[src/sv/response_health_monitor_core_defines.svh]
// Assertion macros shared by the response health monitor RTL.
// No dependencies; included by files that carry concurrent assertions.
`ifndef RESPONSE_HEALTH_MONITOR_CORE_DEFINES_SVH
`define RESPONSE_HEALTH_MONITOR_CORE_DEFINES_SVH

// Same-cycle implication, checked outside reset.
`define RHM_ASSERT_NOW(label, clk, rst_n, ante, cons, msg) \
    label: assert property (@(posedge clk) disable iff (!rst_n) (ante) |-> (cons)) \
        else $error(msg);

// Next-cycle implication, checked outside reset.
`define RHM_ASSERT_NEXT(label, clk, rst_n, ante, cons, msg) \
    label: assert property (@(posedge clk) disable iff (!rst_n) (ante) |=> (cons)) \
        else $error(msg);

`endif

[src/sv/rhm_pkg.sv]
// Shared types and constants for the response health monitor.
// No dependencies; used by rhm_divider and response_health_monitor_core.
package rhm_pkg;

    localparam int unsigned CNT_W          = 32;
    localparam int unsigned SUM_W          = 48;
    localparam int unsigned MEAN_W         = 16;
    localparam int unsigned LEN_W          = 10;
    localparam int unsigned SENT_W         = 9;
    localparam int unsigned CODE_W         = 8;
    localparam int unsigned LIMIT_W        = 16;
    localparam int unsigned DEN_W          = 10;
    localparam int unsigned PROD_W         = CNT_W + DEN_W;
    localparam int unsigned DIV_CNT_W      = $clog2(MEAN_W + 1);
    localparam int unsigned APB_DATA_W     = 32;
    localparam int unsigned APB_ADDR_W     = 3;

    localparam logic [LEN_W-1:0]   MAX_REPLY_BYTES  = LEN_W'(512);
    localparam logic [LEN_W-1:0]   MIN_CODED_REPLY  = LEN_W'(3);
    localparam int unsigned        ERROR_BIT_POS    = 7;
    localparam logic [LIMIT_W-1:0] LIMIT_RESET      = LIMIT_W'(10);
    localparam logic [DEN_W-1:0]   DEN_RESET        = DEN_W'(20);

    // register index (byte address bit 2)
    localparam logic REG_CRASH_LIMIT = 1'b0;
    localparam logic REG_RATIO_DEN   = 1'b1;

    typedef enum logic [1:0] {
        VERDICT_UNSET = 2'd0,
        VERDICT_PASS  = 2'd1,
        VERDICT_FAIL  = 2'd2,
        VERDICT_CRASH = 2'd3
    } verdict_t;

    typedef enum logic [2:0] {
        ST_IDLE,
        ST_UPDATE,
        ST_DIV_WAIT,
        ST_MUL,
        ST_CMP,
        ST_PUBLISH
    } state_t;

    typedef struct packed {
        logic [1:0]        verdict;
        logic              crash_suspected;
        logic [CNT_W-1:0]  crash_time_ms;
        logic [CNT_W-1:0]  frames_total;
        logic [CNT_W-1:0]  accepted_total;
        logic [CNT_W-1:0]  rejected_total;
        logic [CNT_W-1:0]  timeout_total;
        logic [CNT_W-1:0]  longest_streak;
        logic [MEAN_W-1:0] mean_response_ms;
        logic [MEAN_W-1:0] peak_response_ms;
        logic [CNT_W-1:0]  tx_byte_total;
        logic [CNT_W-1:0]  rx_byte_total;
    } stats_t;

    typedef struct packed {
        logic             start;
        logic [SUM_W-1:0] dividend;
        logic [CNT_W-1:0] divisor;
    } div_req_t;

    typedef struct packed {
        logic              done;
        logic [MEAN_W-1:0] quotient;
    } div_rsp_t;

endpackage

[src/sv/rhm_divider.sv]
// Iterative restoring divider: one quotient bit per cycle, 16-bit quotient.
// Depends on rhm_pkg. Caller guarantees dividend < divisor * 2**16, divisor != 0.
module rhm_divider (
    input  logic             clk,
    input  logic             rst_n,
    input  rhm_pkg::div_req_t req,
    output rhm_pkg::div_rsp_t rsp
);
    import rhm_pkg::*;

    logic [CNT_W-1:0]     rem_reg, rem_next;
    logic [MEAN_W-1:0]    shift_reg, shift_next;
    logic [CNT_W-1:0]     divisor_reg, divisor_next;
    logic [DIV_CNT_W-1:0] cnt_reg, cnt_next;
    logic                 busy_reg, busy_next;
    logic                 done_reg, done_next;
    logic [CNT_W:0]       trial;
    logic [CNT_W:0]       diff;

    always_ff @(posedge clk or negedge rst_n)
    begin
        if (!rst_n)
        begin
            cnt_reg  <= '0;
            busy_reg <= 1'b0;
            done_reg <= 1'b0;
        end
        else
        begin
            cnt_reg  <= cnt_next;
            busy_reg <= busy_next;
            done_reg <= done_next;
        end
    end

    always_ff @(posedge clk)
    begin
        rem_reg     <= rem_next;
        shift_reg   <= shift_next;
        divisor_reg <= divisor_next;
    end

    always_comb
    begin
        trial        = {rem_reg, shift_reg[MEAN_W-1]};
        diff         = trial - {1'b0, divisor_reg};
        rem_next     = rem_reg;
        shift_next   = shift_reg;
        divisor_next = divisor_reg;
        cnt_next     = cnt_reg;
        busy_next    = busy_reg;
        done_next    = 1'b0;
        if (req.start)
        begin
            // upper part is already below the divisor
            rem_next     = req.dividend[SUM_W-1:MEAN_W];
            shift_next   = req.dividend[MEAN_W-1:0];
            divisor_next = req.divisor;
            cnt_next     = DIV_CNT_W'(MEAN_W);
            busy_next    = 1'b1;
        end
        else if (busy_reg)
        begin
            if (!diff[CNT_W])
            begin
                rem_next   = diff[CNT_W-1:0];
                shift_next = {shift_reg[MEAN_W-2:0], 1'b1};
            end
            else
            begin
                rem_next   = trial[CNT_W-1:0];
                shift_next = {shift_reg[MEAN_W-2:0], 1'b0};
            end
            cnt_next = cnt_reg - DIV_CNT_W'(1);
            if (cnt_reg == DIV_CNT_W'(1))
            begin
                busy_next = 1'b0;
                done_next = 1'b1;
            end
        end
    end

    assign rsp.done     = done_reg;
    assign rsp.quotient = shift_reg;

endmodule

[src/sv/response_health_monitor_core.sv]
// Response health monitor: per-record traffic, timeout and latency statistics.
// Depends on rhm_pkg, rhm_divider and response_health_monitor_core_defines.svh.
//
//  channel | direction | handshake            | payload
//  --------+-----------+----------------------+-------------------------------
//  in      | sink      | in_valid / in_stall  | one record (six fields)
//  out     | source    | out_valid / out_stall| statistics word (twelve fields)
//  apb     | slave     | psel/penable/pready  | two config registers, 0x0, 0x4
//
// A record goes through update and publish, plus a wait on the 16-step serial
// mean divider for a reply and ratio-test multiply and compare if run-ending.
// A new record is taken once the previous one is published; a result word
// waiting in the output register does not hold off the next record.
// Reset clears all statistics and loads the register defaults.
// A stalled output holds the block in its publish step until the word is taken.
`include "response_health_monitor_core_defines.svh"

module response_health_monitor_core (
    input  logic        clk,
    input  logic        rst_n,
    input  logic        in_valid,
    output logic        in_stall,
    input  logic [8:0]  frame_bytes,
    input  logic [9:0]  response_length,
    input  logic [7:0]  response_code_byte,
    input  logic [15:0] response_time_ms,
    input  logic [31:0] elapsed_ms,
    input  logic        run_ending,
    output logic        out_valid,
    input  logic        out_stall,
    output logic [1:0]  verdict,
    output logic        crash_suspected,
    output logic [31:0] crash_time_ms,
    output logic [31:0] frames_total,
    output logic [31:0] accepted_total,
    output logic [31:0] rejected_total,
    output logic [31:0] timeout_total,
    output logic [31:0] longest_streak,
    output logic [15:0] mean_response_ms,
    output logic [15:0] peak_response_ms,
    output logic [31:0] tx_byte_total,
    output logic [31:0] rx_byte_total,
    input  logic        psel,
    input  logic        penable,
    input  logic        pwrite,
    input  logic [2:0]  paddr,
    input  logic [31:0] pwdata,
    output logic [31:0] prdata,
    output logic        pready
);
    import rhm_pkg::*;

    state_t               state_reg, state_next;
    stats_t               stats_reg, stats_next;
    stats_t               out_reg, out_next;
    logic                 out_valid_reg, out_valid_next;
    logic [CNT_W-1:0]     streak_reg, streak_next;
    logic [SUM_W-1:0]     sum_reg, sum_next;
    logic [CNT_W-1:0]     replies_reg, replies_next;
    logic [LIMIT_W-1:0]   limit_reg;
    logic [DEN_W-1:0]     den_reg;
    logic [PROD_W-1:0]    prod_reg, prod_next;

    // captured record
    logic [SENT_W-1:0]    sent_reg;
    logic [LEN_W-1:0]     len_reg;
    logic [CODE_W-1:0]    code_reg;
    logic [MEAN_W-1:0]    rtime_reg;
    logic [CNT_W-1:0]     now_reg;
    logic                 ending_reg;

    logic                 accept_in;
    logic                 cfg_write;
    logic [LEN_W-1:0]     len_clamped;
    logic [CNT_W-1:0]     streak_inc;
    logic                 counted;
    div_req_t             div_req;
    div_rsp_t             div_rsp;

    assign accept_in = in_valid && !in_stall;
    assign in_stall  = (state_reg != ST_IDLE);
    assign cfg_write = psel && penable && pwrite && pready;
    assign pready    = 1'b1;

    // configuration registers
    always_ff @(posedge clk or negedge rst_n)
    begin
        if (!rst_n)
        begin
            limit_reg <= LIMIT_RESET;
            den_reg   <= DEN_RESET;
        end
        else if (cfg_write)
        begin
            unique case (paddr[2])
                REG_CRASH_LIMIT: limit_reg <= pwdata[LIMIT_W-1:0];
                REG_RATIO_DEN:   den_reg   <= pwdata[DEN_W-1:0];
            endcase
        end
    end

    always_comb
    begin
        unique case (paddr[2])
            REG_CRASH_LIMIT: prdata = APB_DATA_W'(limit_reg);
            REG_RATIO_DEN:   prdata = APB_DATA_W'(den_reg);
        endcase
    end

    always_ff @(posedge clk)
    begin
        if (accept_in)
        begin
            sent_reg   <= frame_bytes;
            len_reg    <= response_length;
            code_reg   <= response_code_byte;
            rtime_reg  <= response_time_ms;
            now_reg    <= elapsed_ms;
            ending_reg <= run_ending;
        end
        prod_reg <= prod_next;
        out_reg  <= out_next;
    end

    always_ff @(posedge clk or negedge rst_n)
    begin
        if (!rst_n)
        begin
            state_reg     <= ST_IDLE;
            stats_reg     <= '0;
            out_valid_reg <= 1'b0;
            streak_reg    <= '0;
            sum_reg       <= '0;
            replies_reg   <= '0;
        end
        else
        begin
            state_reg     <= state_next;
            stats_reg     <= stats_next;
            out_valid_reg <= out_valid_next;
            streak_reg    <= streak_next;
            sum_reg       <= sum_next;
            replies_reg   <= replies_next;
        end
    end

    always_comb
    begin
        len_clamped = (len_reg > MAX_REPLY_BYTES) ? MAX_REPLY_BYTES : len_reg;
        streak_inc  = (streak_reg == '1) ? streak_reg : streak_reg + CNT_W'(1);
        counted     = (replies_reg != '1);
    end

    always_comb
    begin
        state_next     = state_reg;
        stats_next     = stats_reg;
        out_next       = out_reg;
        out_valid_next = out_valid_reg;
        streak_next    = streak_reg;
        sum_next       = sum_reg;
        replies_next   = replies_reg;
        prod_next      = prod_reg;
        div_req.start    = 1'b0;
        div_req.dividend = sum_reg;
        div_req.divisor  = replies_reg;

        if (out_valid_reg && !out_stall)
            out_valid_next = 1'b0;

        unique case (state_reg)
            ST_IDLE:
            begin
                if (accept_in)
                    state_next = ST_UPDATE;
            end

            ST_UPDATE:
            begin
                stats_next.tx_byte_total = stats_reg.tx_byte_total + CNT_W'(sent_reg);
                stats_next.rx_byte_total = stats_reg.rx_byte_total + CNT_W'(len_clamped);
                stats_next.frames_total  = stats_reg.frames_total + CNT_W'(1);
                if (len_clamped == '0)
                begin
                    stats_next.timeout_total = stats_reg.timeout_total + CNT_W'(1);
                    streak_next = streak_inc;
                    if (streak_inc > stats_reg.longest_streak)
                        stats_next.longest_streak = streak_inc;
                    if (streak_inc >= CNT_W'(limit_reg) && !stats_reg.crash_suspected)
                    begin
                        stats_next.crash_suspected = 1'b1;
                        stats_next.crash_time_ms   = now_reg;
                    end
                end
                else
                begin
                    streak_next = '0;
                    // replies of one or two bytes carry no code
                    if (len_clamped >= MIN_CODED_REPLY && code_reg[ERROR_BIT_POS])
                        stats_next.rejected_total = stats_reg.rejected_total + CNT_W'(1);
                    else
                        stats_next.accepted_total = stats_reg.accepted_total + CNT_W'(1);
                    if (rtime_reg > stats_reg.peak_response_ms)
                        stats_next.peak_response_ms = rtime_reg;
                end

                if (len_clamped != '0 && counted)
                begin
                    sum_next         = sum_reg + SUM_W'(rtime_reg);
                    replies_next     = replies_reg + CNT_W'(1);
                    div_req.start    = 1'b1;
                    div_req.dividend = sum_next;
                    div_req.divisor  = replies_next;
                    state_next       = ST_DIV_WAIT;
                end
                else if (ending_reg)
                    state_next = ST_MUL;
                else
                    state_next = ST_PUBLISH;
            end

            ST_DIV_WAIT:
            begin
                if (div_rsp.done)
                begin
                    stats_next.mean_response_ms = div_rsp.quotient;
                    state_next = ending_reg ? ST_MUL : ST_PUBLISH;
                end
            end

            ST_MUL:
            begin
                prod_next  = PROD_W'(stats_reg.accepted_total) * PROD_W'(den_reg);
                state_next = ST_CMP;
            end

            ST_CMP:
            begin
                if (stats_reg.crash_suspected)
                    stats_next.verdict = VERDICT_CRASH;
                else if (stats_reg.frames_total != '0)
                    stats_next.verdict = (prod_reg > PROD_W'(stats_reg.frames_total))
                                         ? VERDICT_FAIL : VERDICT_PASS;
                state_next = ST_PUBLISH;
            end

            ST_PUBLISH:
            begin
                if (!out_valid_reg || !out_stall)
                begin
                    out_next       = stats_reg;
                    out_valid_next = 1'b1;
                    state_next     = ST_IDLE;
                end
            end

            default:
            begin
                state_next = ST_IDLE;
            end
        endcase
    end

    rhm_divider u_div (
        .clk   (clk),
        .rst_n (rst_n),
        .req   (div_req),
        .rsp   (div_rsp)
    );

    assign out_valid        = out_valid_reg;
    assign verdict          = out_reg.verdict;
    assign crash_suspected  = out_reg.crash_suspected;
    assign crash_time_ms    = out_reg.crash_time_ms;
    assign frames_total     = out_reg.frames_total;
    assign accepted_total   = out_reg.accepted_total;
    assign rejected_total   = out_reg.rejected_total;
    assign timeout_total    = out_reg.timeout_total;
    assign longest_streak   = out_reg.longest_streak;
    assign mean_response_ms = out_reg.mean_response_ms;
    assign peak_response_ms = out_reg.peak_response_ms;
    assign tx_byte_total    = out_reg.tx_byte_total;
    assign rx_byte_total    = out_reg.rx_byte_total;

    `RHM_ASSERT_NEXT(a_accept_starts_update, clk, rst_n, accept_in, state_reg == ST_UPDATE, "record accepted without update step")
    `RHM_ASSERT_NOW(a_div_done_in_wait, clk, rst_n, div_rsp.done, state_reg == ST_DIV_WAIT, "divider finished outside wait step")
    `RHM_ASSERT_NEXT(a_crash_sticky, clk, rst_n, stats_reg.crash_suspected, stats_reg.crash_suspected, "crash flag cleared")
    `RHM_ASSERT_NOW(a_mean_below_peak, clk, rst_n, 1'b1, stats_reg.mean_response_ms <= stats_reg.peak_response_ms, "mean above peak")

endmodule
[config.mk]
export PLATFORM = sky130hd
export DESIGN_NAME = response_health_monitor_core
export DESIGN_NICKNAME = d
export VERILOG_FILES = /design/src/sv/rhm_pkg.sv /design/src/sv/rhm_divider.sv /design/src/sv/response_health_monitor_core.sv
export VERILOG_INCLUDE_DIRS = /design/src /design/src/sv
export SDC_FILE = /design/constraint.sdc
export NUM_CORES = 2
export LEC_CHECK = 0
export ABC_AREA = 1
export BUFFER_PORTS_ARGS = -buffer_cell sky130_fd_sc_hd__buf_4
export CORE_MARGIN = 2
export CORE_UTILIZATION = 52
export CTS_CLUSTER_DIAMETER = 120
export DETAILED_ROUTE_END_ITERATION = 8
export PLACE_DENSITY = 0.8
export SLEW_MARGIN = 25
export SYNTH_ARGS = -nofsm -noshare
export SYNTH_HDL_FRONTEND = slang
export SYNTH_HIERARCHICAL = 1
export SYNTH_SLANG_ARGS = --single-unit
[constraint.sdc]
create_clock -name clk -period 13.9 [get_ports clk]
set_clock_uncertainty 0.15 [all_clocks]
set_input_delay 2.085 -clock clk [delete_from_list [all_inputs] [get_ports clk]]
set_output_delay 2.085 -clock clk [all_outputs]
set_load 0.1 [all_outputs]
# == Yosys cells after proc, flatten, opt, wreduce, memory -nomap -nowiden ==
# Cells that the tools add are included.
# totals
ff_bits,929
input_bits,118
out_inout_bits,326
# op_classes
addsub,11
multipliers,1
magnitude_cmp,6
n_eq_ne,11
mux,32
bitwise,3
reduce_logical,32
# ops
cell,count
$add 32x1->32 const B,6
$mux 81,2
$mux 32,5
$pmux 32 s2,1
$add 48x16->48,1
$gt 42x32->1,1
$mul 32x10->42,1
$sub 33x32->33,1
$add 32x10->32,1
$add 32x9->32,1
$eq 32x32->1 const B,1
$ge 32x16->1,1
$gt 32x32->1,1
$mux 16,2
$ne 32x32->1 const B,1
$reduce_bool 32->1,1
$pmux 3 s6,1
$reduce_and 3->1,6
$gt 16x16->1,1
$mux 3,5
$reduce_and 2->1,7
$ge 10x2->1 const B,1
$gt 10x10->1 const B,1
$logic_not 10->1,1
other kinds (19),46

# == Longest topological paths before layout ==
# logic_depth
word_depth,7
depth_mapped,28
ltp_nobuf,27

# == By module ==
# The synthesis kept the hierarchy.
# modules_own_cells
module,instances,cells_each,area_per_inst_um2
response_health_monitor_core,1,5501,49784.0
rhm_divider,1,947,6643.9

# == Least setup slack after synthesis ==
# OpenSTA, ideal clock, no wires.
# synth_path
path_kind,input-to-reg
from,input port out_stall
to,"register out_reg, in the netlist accepted_total[0], enable pin"
setup_time_ns,0.948
arrival_time_ns,14.257
t_required_ns,12.802
setup_slack_ns,-1.455
cell_stages,3
path_buffers,0
cell_sequence,nand2_1 > inv_1 > nor2_1
# synth_via
elab_chain_len,3
# synth_rtl
item,line_no,source
from (decl),response_health_monitor_core.sv:30,"input logic out_stall,"
$logic_not 1->1,response_health_monitor_core.sv:249,if (!out_valid_reg || !out_stall)
$logic_or 1x1->1,response_health_monitor_core.sv:249,
$reduce_and 2->1 (no line),n/a,
to (signal assigned),response_health_monitor_core.sv:122,out_reg <= out_next;
to (decl),response_health_monitor_core.sv:55,"stats_t out_reg, out_next;"
# Every way passes these cells.
# A chain may end at the register's enable or synchronous reset.

# == Final worst setup path ==
# layout_path
from,register den_reg[2]
to,register prod_reg[29] (data pin)
# layout_via
elab_chain_len,1
# layout_rtl
item,line_no,source
from (decl),response_health_monitor_core.sv:61,logic [DEN_W-1:0] den_reg;
from (signal assigned),response_health_monitor_core.sv:97,REG_RATIO_DEN: den_reg <= pwdata[DEN_W-1:0];
$mul 32x10->42,response_health_monitor_core.sv:233,prod_next = PROD_W'(stats_reg.accepted_total) * PROD_W'(den_reg);
to (signal assigned),response_health_monitor_core.sv:121,prod_reg <= prod_next;
to (decl),response_health_monitor_core.sv:62,"logic [PROD_W-1:0] prod_reg, prod_next;"
# Every way passes these cells.

==> summary.md <==
| Metric | Value |
|---|---|
| Cell taking the most area after synthesis | edfxtp_1 |
| RR Startpoint | den_reg[2] |
| CTS root buf | clkbuf_16 |
| Setup WS post-layout | 7.50 ns |
| Worst Tran Pin Value | 1.09 ns |
| Synth cell types | 61 |
| Post-route ant nets | 0 |
| Worst r2r dst | prod_reg[29] |
| Post-synth EDFFs | 482 |
| Worst slack at placement | 7.61 ns |
| Fin crit period | 6.40 ns |
| # resized after CTS | 0 |
| Crit path max fanout | 34 |
| Commonest cells in the netlist | nand2_1 (1885), inv_1 (1009), edfxtp_1 (482), dfrtp_1 (436), nor2_1 (418) |
| Total die area | 111000 µm² |
| 1st-iter DRT viols | 3458 |
| Ys Warns | 6 |
| Die Y | 333 µm |
| Cell Pwr Density | 91.5 nW/µm² |
| Synth area leaders | edfxtp_1 (26%), dfrtp_1 (19%), nand2_1 (13%) |
| Max Fclk | 0.156 GHz |
| DRC | 0 |
| Setup Crit Path Kind | reg2reg |
| Fin. max-slew vios | 0 |
| Setup Buffers After CTS | 0 |
| Starting Density | 0.526 |
| Crit. Startpoint | den_reg[2] |
| WP data arrival | 6.64 ns |
| Cell row count | 120 |
| Pin count of the biggest net entering global routing | 173 |
| CTS tree | built |
| Finish-stage setup viols | 0 |
| CTS H-tree lvls | 3 |
| Seq/Total Area, Yosys | 0.452 |
| Share of cells above drive strength 1 | 0.102 |
| Slew HR | 0.275 |
| Final period util | 0.460 |
| Nets | 7415 |
| Maximum vdd ir drop | 0.0897 mV |
| Post-Synthesis Cell Area | 56400 µm² |
| Synthesized instance count | 6448 |
| CTS sink cnt | 922 |
| Crit path to | prod_reg[29] |
| Status | finished clean |
| DRT Pass-1 Iters | 5 |
| RD Place Congestion | 0.969 |
| Detailed placement HPWL | 118 mm |
| Async SR Flop Fraction | 0.477 |
| Synth Register Bits | 922 |
| Die W | 333 µm |
| GRT overflow | 0 |
| Antenna violations before repair | 5 |
| Critical Path Source Type | flop |
| Flop-to-flop setup slack | 7.50 ns |
| Post-Place Cells | 8109 |
| Hold Vio Cnt, Final | 0 |
| Clk Latency, worst-skew pair | 0.69 ns |
| I/O Buffers | 401 |
| Setup TNS | 0 ns |
| Clk pin slew, worst setup/hold paths | 0.06 ns |
| Hold_sp | stats_reg[159] |
| Unrepaired setup endpoints after global routing | no |
| Top-level port count | 444 |
| First-pass GRT wire length | 243 mm |
| Type of the tightest min-delay check | reg2reg |
| Max clock buf depth | 3 |
| Critical path capture point type | flop |
| Worst path required time | 14.15 ns |
| Mean post-synth cell area | 8.75 µm² |
| Lkg Pwr | 30.5 nW |
| Post-synth top flop | edfxtp_1 |
| Max Cap Viol | 0 |
| Yosys top cell area share | 0.257 |
| Cell Count, Final, Fillers Out | 8295 |
| TritonCTS buffer count | 97 |
| Tot GR Track Use | 0.279 |
| Vias in the first global route | 44733 |
| Hold Buf Count CTS | 0 |
| Via count | 44741 |
| WL per Instance | 18.8 µm |
| Area Growth Syn to Fin | 13.5% |
| Largest register FFs | 291 |
| Cells on worst reg2reg path | 20 |
| Via density | 5.39 |
| Count leader, synth | nand2_1 |
| CORE AREA | 107000 µm² |
| Final WL | 156 mm |
## per-layer routing
layer  share of wire  wire (µm)  GRT usage
met2            0.48      74800      0.471
met1            0.40      61700      0.346
met5         0.00024         38          0
met3           0.071      11100     0.0496
met4           0.052       8050      0.136
## layout make-up
cell class,instances,area (µm²)
clock buffer,127,2640
tap,1403,1760
inverter,1020,3830
fill,9010,43300
antenna,1,2.50
timing repair buffer,433,3290
clock inverter,57,732
sequential,922,25500
multi-input combinational,4332,26300
## per-stage QoR
stage | util | area (µm²) | total power, mW | hold WS [ns]
after floorplan | - | 56500 | 3.09 | 0.269
final | 0.597 | 64100 | 5.86 | 0.291
after detailed placement | 0.565 | 60700 | 3.20 | 0.280
after global routing | 0.597 | 64100 | 6.03 | 0.303
after global placement | 0.565 | 60700 | 3.20 | 0.278
after CTS | 0.596 | 64000 | 5.91 | 0.291
## worst max-delay path, stage by stage (launching register included)
cell and delay [ns]:
dfstp_2 1.04, nand2_1 0.19, fa_1 0.55, inv_1 0.06
fa_1 0.51, inv_1 0.05, fa_1 0.48, inv_1 0.06
fa_1 0.53, inv_1 0.06, fa_1 0.53, inv_1 0.04
ha_1 0.34, nand2_1 0.16, nor2_1 0.17, nand2_1 0.07
o211ai_1 0.21, a21oi_1 0.21, o21ai_0 0.37, a21oi_1 0.14
xnor2_1 0.16
## power breakdown
part	leakage [nW]	internal [mW]	switching [mW]
Sequential	9.49	2.87	0.0202
Clock	1.63	1.58	1.13
Combinational	19.4	0.0500	0.205
Total	30.5	4.50	1.36
## cell usage in the layout (no fill, tap or decap), drive strengths merged, types with 4 or more instances in the layout
cell type,count
nand2,1922
inv,1026
edfxtp,482
dfrtp,436
buf,433
nor2,433
nand3,301
o21ai,279
ha,249
fa,242
xor2,220
a21oi,179
clkbuf,127
nor3,118
xnor2,107
nand4,85
nor4,63
clkinv,33
nand3b,20
conb,17
mux2,16
a31oi,15
bufinv,12
o211ai,10
a21o,8
o21bai,6
o21a,6
clkinvlp,6
or2,5
a21boi,5
and2,4
o22ai,4
dfstp,4
## how the worst min path moves through the flow
stage	to	slack, ns	cells after the start
finish	timeout_total[31]	0.29	0
global route	crash_time_ms[1]	0.30	0
CTS	mean_response_ms[6]	0.29	0
detailed placement	crash_time_ms[8]	0.28	0
global placement	crash_time_ms[20]	0.28	0
floorplan	mean_response_ms[0]	0.27	0
## kinds of logic (layout without fill, tap and decap cells)
family	Yosys count	after routing	share of synthesized area
mux	16	16	0.00319
flops	922	922	0.452
other cells	2	18	0.000133
buf+inv	1209	1637	0.0837
xor+xnor	327	327	0.0508
fa+ha+maj	491	491	0.141
simple gates	2959	2959	0.220
compound gates	522	522	0.0494
Note: power is estimated with default switching activity, not from simulation.
